## src/rtl/vmx_pkg.sv

```systemverilog
// shared constants, opcodes and types of the register vm execute block
`timescale 1ns / 1ps
`default_nettype none
package vmx_pkg;

  localparam int NumRegs    = 16;
  localparam int MemBytes   = 4096;
  localparam int StackDepth = 64;

  localparam int RegAw = (NumRegs > 1) ? $clog2(NumRegs) : 1;
  localparam int MemAw = (MemBytes > 1) ? $clog2(MemBytes) : 1;
  localparam int StkAw = (StackDepth > 1) ? $clog2(StackDepth) : 1;
  localparam int SpW   = $clog2(StackDepth + 1);

  localparam logic [4:0] ShiftMask = 5'h1F;

  localparam logic [5:0] OpLoad  = 6'd1;
  localparam logic [5:0] OpStore = 6'd2;
  localparam logic [5:0] OpAdd   = 6'd3;
  localparam logic [5:0] OpSub   = 6'd4;
  localparam logic [5:0] OpMul   = 6'd5;
  localparam logic [5:0] OpDiv   = 6'd6;
  localparam logic [5:0] OpJmp   = 6'd7;
  localparam logic [5:0] OpJz    = 6'd8;
  localparam logic [5:0] OpJnz   = 6'd9;
  localparam logic [5:0] OpCall  = 6'd10;
  localparam logic [5:0] OpRet   = 6'd11;
  localparam logic [5:0] OpPush  = 6'd12;
  localparam logic [5:0] OpPop   = 6'd13;
  localparam logic [5:0] OpAnd   = 6'd14;
  localparam logic [5:0] OpOr    = 6'd15;
  localparam logic [5:0] OpXor   = 6'd16;
  localparam logic [5:0] OpNot   = 6'd17;
  localparam logic [5:0] OpCmp   = 6'd18;
  localparam logic [5:0] OpHlt   = 6'd19;
  localparam logic [5:0] OpLea   = 6'd20;
  localparam logic [5:0] OpShr   = 6'd21;
  localparam logic [5:0] OpShl   = 6'd22;
  localparam logic [5:0] OpSar   = 6'd23;
  localparam logic [5:0] OpShra  = 6'd24;
  localparam logic [5:0] OpMod   = 6'd25;
  localparam logic [5:0] OpNeg   = 6'd26;
  localparam logic [5:0] OpInc   = 6'd27;
  localparam logic [5:0] OpDec   = 6'd28;
  localparam logic [5:0] OpJs    = 6'd29;
  localparam logic [5:0] OpJc    = 6'd30;
  localparam logic [5:0] OpJnc   = 6'd31;
  localparam logic [5:0] OpJns   = 6'd32;
  localparam logic [5:0] OpTest  = 6'd33;
  localparam logic [5:0] OpMov   = 6'd34;

  typedef struct packed {
    logic [5:0]  mode;
    logic [31:0] a;
    logic [31:0] b;
    logic [7:0]  c;
    logic        divide;
  } item_t;

  typedef struct packed {
    logic  valid;
    item_t item;
  } fq_t;

  typedef struct packed {
    logic [31:0] next_pc;
    logic        sign_out;
    logic        carry_out;
    logic        reg_written;
    logic [7:0]  reg_index;
    logic [31:0] reg_value;
    logic        mem_written;
    logic [6:0]  stack_count;
    logic        stack_overflow;
    logic        halt;
  } res_t;

endpackage
`default_nettype wire

```

## src/rtl/vmx_front.sv

```systemverilog
// front end: two entry instruction queue with opcode classification
`timescale 1ns / 1ps
`default_nettype none
module vmx_front import vmx_pkg::*; (
  input  wire logic        clk_i,
  input  wire logic        rst_ni,
  input  wire logic        push_i,
  output      logic        full_o,
  input  wire logic [5:0]  mode_i,
  input  wire logic [31:0] op_a_i,
  input  wire logic [31:0] op_b_i,
  input  wire logic [7:0]  op_c_i,
  output      fq_t         head_o,
  input  wire logic        pop_i
);

  item_t      slot_q [2];
  logic       wr_ptr_q, rd_ptr_q;
  logic [1:0] cnt_q;
  logic       do_push, do_pop;
  item_t      item_in;

  always_comb begin
    item_in.mode   = mode_i;
    item_in.a      = op_a_i;
    item_in.b      = op_b_i;
    item_in.c      = op_c_i;
    item_in.divide = (mode_i == OpDiv) || (mode_i == OpMod);
  end

  assign full_o  = (cnt_q == 2'd2);
  assign do_push = push_i && !full_o;
  assign do_pop  = pop_i && (cnt_q != 2'd0);

  always_ff @(posedge clk_i or negedge rst_ni) begin
    if (!rst_ni) begin
      wr_ptr_q <= 1'b0;
      rd_ptr_q <= 1'b0;
      cnt_q    <= '0;
    end else begin
      if (do_push) begin
        wr_ptr_q <= ~wr_ptr_q;
      end
      if (do_pop) begin
        rd_ptr_q <= ~rd_ptr_q;
      end
      cnt_q <= cnt_q + {1'b0, do_push} - {1'b0, do_pop};
    end
  end

  always_ff @(posedge clk_i) begin
    if (do_push) begin
      slot_q[wr_ptr_q] <= item_in;
    end
  end

  assign head_o.valid = (cnt_q != 2'd0);
  assign head_o.item  = slot_q[rd_ptr_q];

endmodule
`default_nettype wire

```

## config.mk

```make
export PLATFORM = sky130hd
export DESIGN_NAME = vmx_front
export DESIGN_NICKNAME = d
export VERILOG_FILES = /design/src/rtl/vmx_pkg.sv /design/src/rtl/vmx_front.sv
export SDC_FILE = /design/constraint.sdc
export NUM_CORES = 1
export LEC_CHECK = 0
export BUFFER_PORTS_ARGS = -buffer_cell sky130_fd_sc_hd__buf_2
export CORE_MARGIN = 2
export CORE_UTILIZATION = 40
export DETAILED_ROUTE_END_ITERATION = 8
export GPL_TIMING_DRIVEN = 0
export PLACE_DENSITY = 0.75
export SKIP_LAST_GASP = 1
export SLEW_MARGIN = 10
export SYNTH_ARGS = -nofsm -noshare
export SYNTH_HDL_FRONTEND = slang
export SYNTH_SLANG_ARGS = --single-unit
```

## constraint.sdc

```tcl
create_clock -name clk_i -period 5.9 [get_ports clk_i]
set_clock_uncertainty 0.2 [all_clocks]
set_input_delay 0.295 -clock clk_i [delete_from_list [all_inputs] [get_ports clk_i]]
set_output_delay 0.295 -clock clk_i [all_outputs]
set_load 0.005 [all_outputs]
```

==> impl_metrics.tcl <==
set metrics [dict create \
    status "finished clean" \
    timing.rr.start "cnt_q[1]" \
    criticalPathCategory "flop to primary output" \
    path_depth 4 \
    crit_path_max_fanout 10 \
    cts_made_buffers 17 \
    syn-num-nets 353 \
    ctsHoldBuffers 81 \
    dp.cells 651 \
    place_area_sq_um 7520 \
    cp_top_family "buffers and inverters" \
    die_h_microns 130 \
    finalSetupViolCount 0 \
    grtUsageTotal_pct 14.8 \
    core_area_sq_um 15700 \
    rsz0062_at_grt "no" \
    cts_tree "yes" \
    r2r_end "slot_q[0][38]" \
    p_int_w 0.00307 \
    hpwl_mm 7.92 \
    drc 0 \
    power.total_w 0.00416 \
    fmax_mhz 470 \
    period_minus_slack_ns 2.13 \
    dieArea_sq_um 16900 \
    clockPowerShare_pct 27.4 \
    syn_avg_cell_area_sq_um 23.6 \
    hp-class "input port to flop" \
    wire_per_inst_microns 16.2 \
    final_nets 619 \
    netSwitchingFraction_pct 26.3 \
    synth_common_cells "edfxtp_1, mux2_4, buf_12" \
    max_stage_delay_ns 0.34 \
    yosysSeqAreaShare_pct 76.5 \
    initial_core_util_pct 40.5 \
    fin_cells 763 \
    maxSlewViolCount 0 \
    clock-sinks 162 \
    p_leak_nw 3.61 \
    max_slew.worst_pin.slew_ns 0.575 \
    period_share_pct 36.1 \
    ff2ff_path_depth 5 \
    drtAntennaViolNets 0 \
    syn2layout_area_growth_pct 41.1 \
    hold_viol_final 0 \
    tns_ns 0 \
    slowest_stage "dfrtp_1" \
    grt_start_max_net_pins 43 \
    ys_warn_count 0 \
    start_kind "flop" \
    vdd_drop_max_mv 0.259 \
    ys_ff_latch 162 \
    yosysTopAreaCell "edfxtp_1" \
    htreeDepth 4 \
    stdcell_area_sq_um 8940 \
    drt_iter0_drc 144 \
    vias 3392 \
    antenna_cells 0 \
    port_buffers 162 \
    cts_resized 0 \
    critPathRequiredTime_ns 5.41 \
    fill_cells 1222 \
    antenna_found_initial 0 \
    async_flop_share_pct 2.47 \
    grt_pass1_wl_mm 18.4 \
    synth_cells 269 \
    power.density_nw_per_um2 466 \
    post_cts_buffers 0 \
    rows 46 \
    synth_edf_count 158 \
    grt_pass1_vias 3732 \
    ys_types 18 \
    yosysMostFrequentCell "edfxtp_1" \
    crit_path_end "head_o[20]" \
    drive_above_1_share_pct 52.5 \
    cp-end-kind "primary output" \
    fp.dieW_microns 130 \
    seq_power_share_pct 39.4 \
    crit_chain "buf_6, buf_12, mux2_4, buf_2" \
    yosys.area.top_type_share_pct 74.9 \
    reg2reg_slack_ns 3.80 \
    grt_overflow_total 0 \
    ioPinCount 163 \
    path_clk_slew_ns 0.06 \
    arrival_ns 1.63 \
    max-cap-violations 0 \
    syn_area_sq_um 6340 \
    insertion_delay_ns 0.42 \
    routed_wl_mm 12.3 \
    cts-root-buf "clkbuf_16" \
    slew_headroom_pct 61.7 \
    dr.pass1.iters 4 \
    netSwitchingPower_w 0.00109 \
    max-clock-path-buffers 2 \
    yosys-top-cells-area "edfxtp_1, mux2_4, buf_12, dfrtp_1, xnor2_1" \
    gp_congestion 0.659 \
    ys.flop_type "edfxtp_1" \
    critPathLaunch "rd_ptr_q" \
    whs_ns 0.0739 \
    worst-path-buf-inv 3 \
    combPwrFrac_pct 33.2 \
    via_per_inst 4.45 \
]
## worst reg2reg max path, stage by stage, from the launching register on
cell      delay (ns)
dfrtp_1         0.40
nand2b_1        0.12
nand2_1         0.15
nor2_4          0.47
buf_16          0.23
buf_12          0.21
## registers in the layout (all words and copies together) (netlist names)
signal / flops
slot_q: 158
cnt_q: 2
rd_ptr_q: 1
wr_ptr_q: 1
## power by group through the flow
stage / combinational [W] / sequential (W) / clock, W
CTS: 0.00141 / 0.00164 / 0.00117
finish: 0.00138 / 0.00164 / 0.00114
floorplan: 0.000885 / 0.00167 / 0
global placement: 0.00129 / 0.00170 / 0
detailed placement: 0.00136 / 0.00167 / 0
global route: 0.00149 / 0.00166 / 0.00121
## kinds of logic after synthesis
family	synth area share, %
compound gates	0.0789
xor+xnor	0.553
fa+ha+maj	0.395
buf+inv	2.82
flops	76.5
mux	18.7
simple gates	0.968
## layer usage
layer / vias up / wire (microns) / global-route usage [%] / part of all wire, %
met5: - / 0 / 0 / 0
met4: 0 / 160 / 5.12 / 1.3
met3: 17 / 658 / 5.78 / 5.3
met2: 107 / 6620 / 26.9 / 54
met1: 1675 / 4910 / 15.5 / 40
li1: 1593 / - / - / -
## layout make-up
class | instances | area, sq um | area share (%)
flip-flops and latches | 162 | 4840 | 54.2
repair buffers | 247 | 1710 | 19.1
multi-input cells | 96 | 1330 | 14.8
clock buffers | 17 | 425 | 4.76
well taps | 216 | 270 | 3.02
clock inverters | 14 | 186 | 2.09
plain buffers | 9 | 171 | 1.92
inverters | 2 | 7.51 | 0.0840
## stage by stage
stage	utilization (%)	setup WS, ns
global placement	47.4	-0.518
CTS	57.1	3.71
detailed placement	48.0	3.77
global route	57.1	3.62
finish	57.1	3.77
floorplan	-	1.30
## cell usage in the layout, fill, tap and decap left out
cell type | Yosys | layout
buf_2 | 0 | 162
edfxtp_1 | 158 | 158
dlygate4sd3_1 | 0 | 81
mux2_4 | 79 | 79
clkbuf_16 | 0 | 17
buf_12 | 8 | 11
clkinvlp_4 | 0 | 4
bufinv_16 | 0 | 4
dfrtp_1 | 4 | 4
xnor2_1 | 3 | 3
clkinv_2 | 0 | 3
inv_1 | 2 | 2
nand2_1 | 2 | 2
ha_1 | 2 | 2
inv_6 | 0 | 2
buf_6 | 1 | 1
nand2b_1 | 1 | 1
or2_1 | 1 | 1
and2_4 | 1 | 1
and3_4 | 0 | 1
nor4bb_1 | 1 | 1
nor2_1 | 2 | 1
nand4b_1 | 1 | 1
a21oi_1 | 1 | 1
nor2_4 | 0 | 1
xor2_1 | 1 | 1
clkinv_1 | 0 | 1
buf_16 | 0 | 1
## worst min path at each step
stage,from,end,depth (start not counted)
finish,push_i,wr_ptr_q,3
global route,push_i,wr_ptr_q,3
CTS,push_i,wr_ptr_q,3
detailed placement,rst_ni,cnt_q[1],1
global placement,rst_ni,wr_ptr_q,1
floorplan,rst_ni,cnt_q[0],0
No activity file was read; power rests on OpenSTA's default activity.
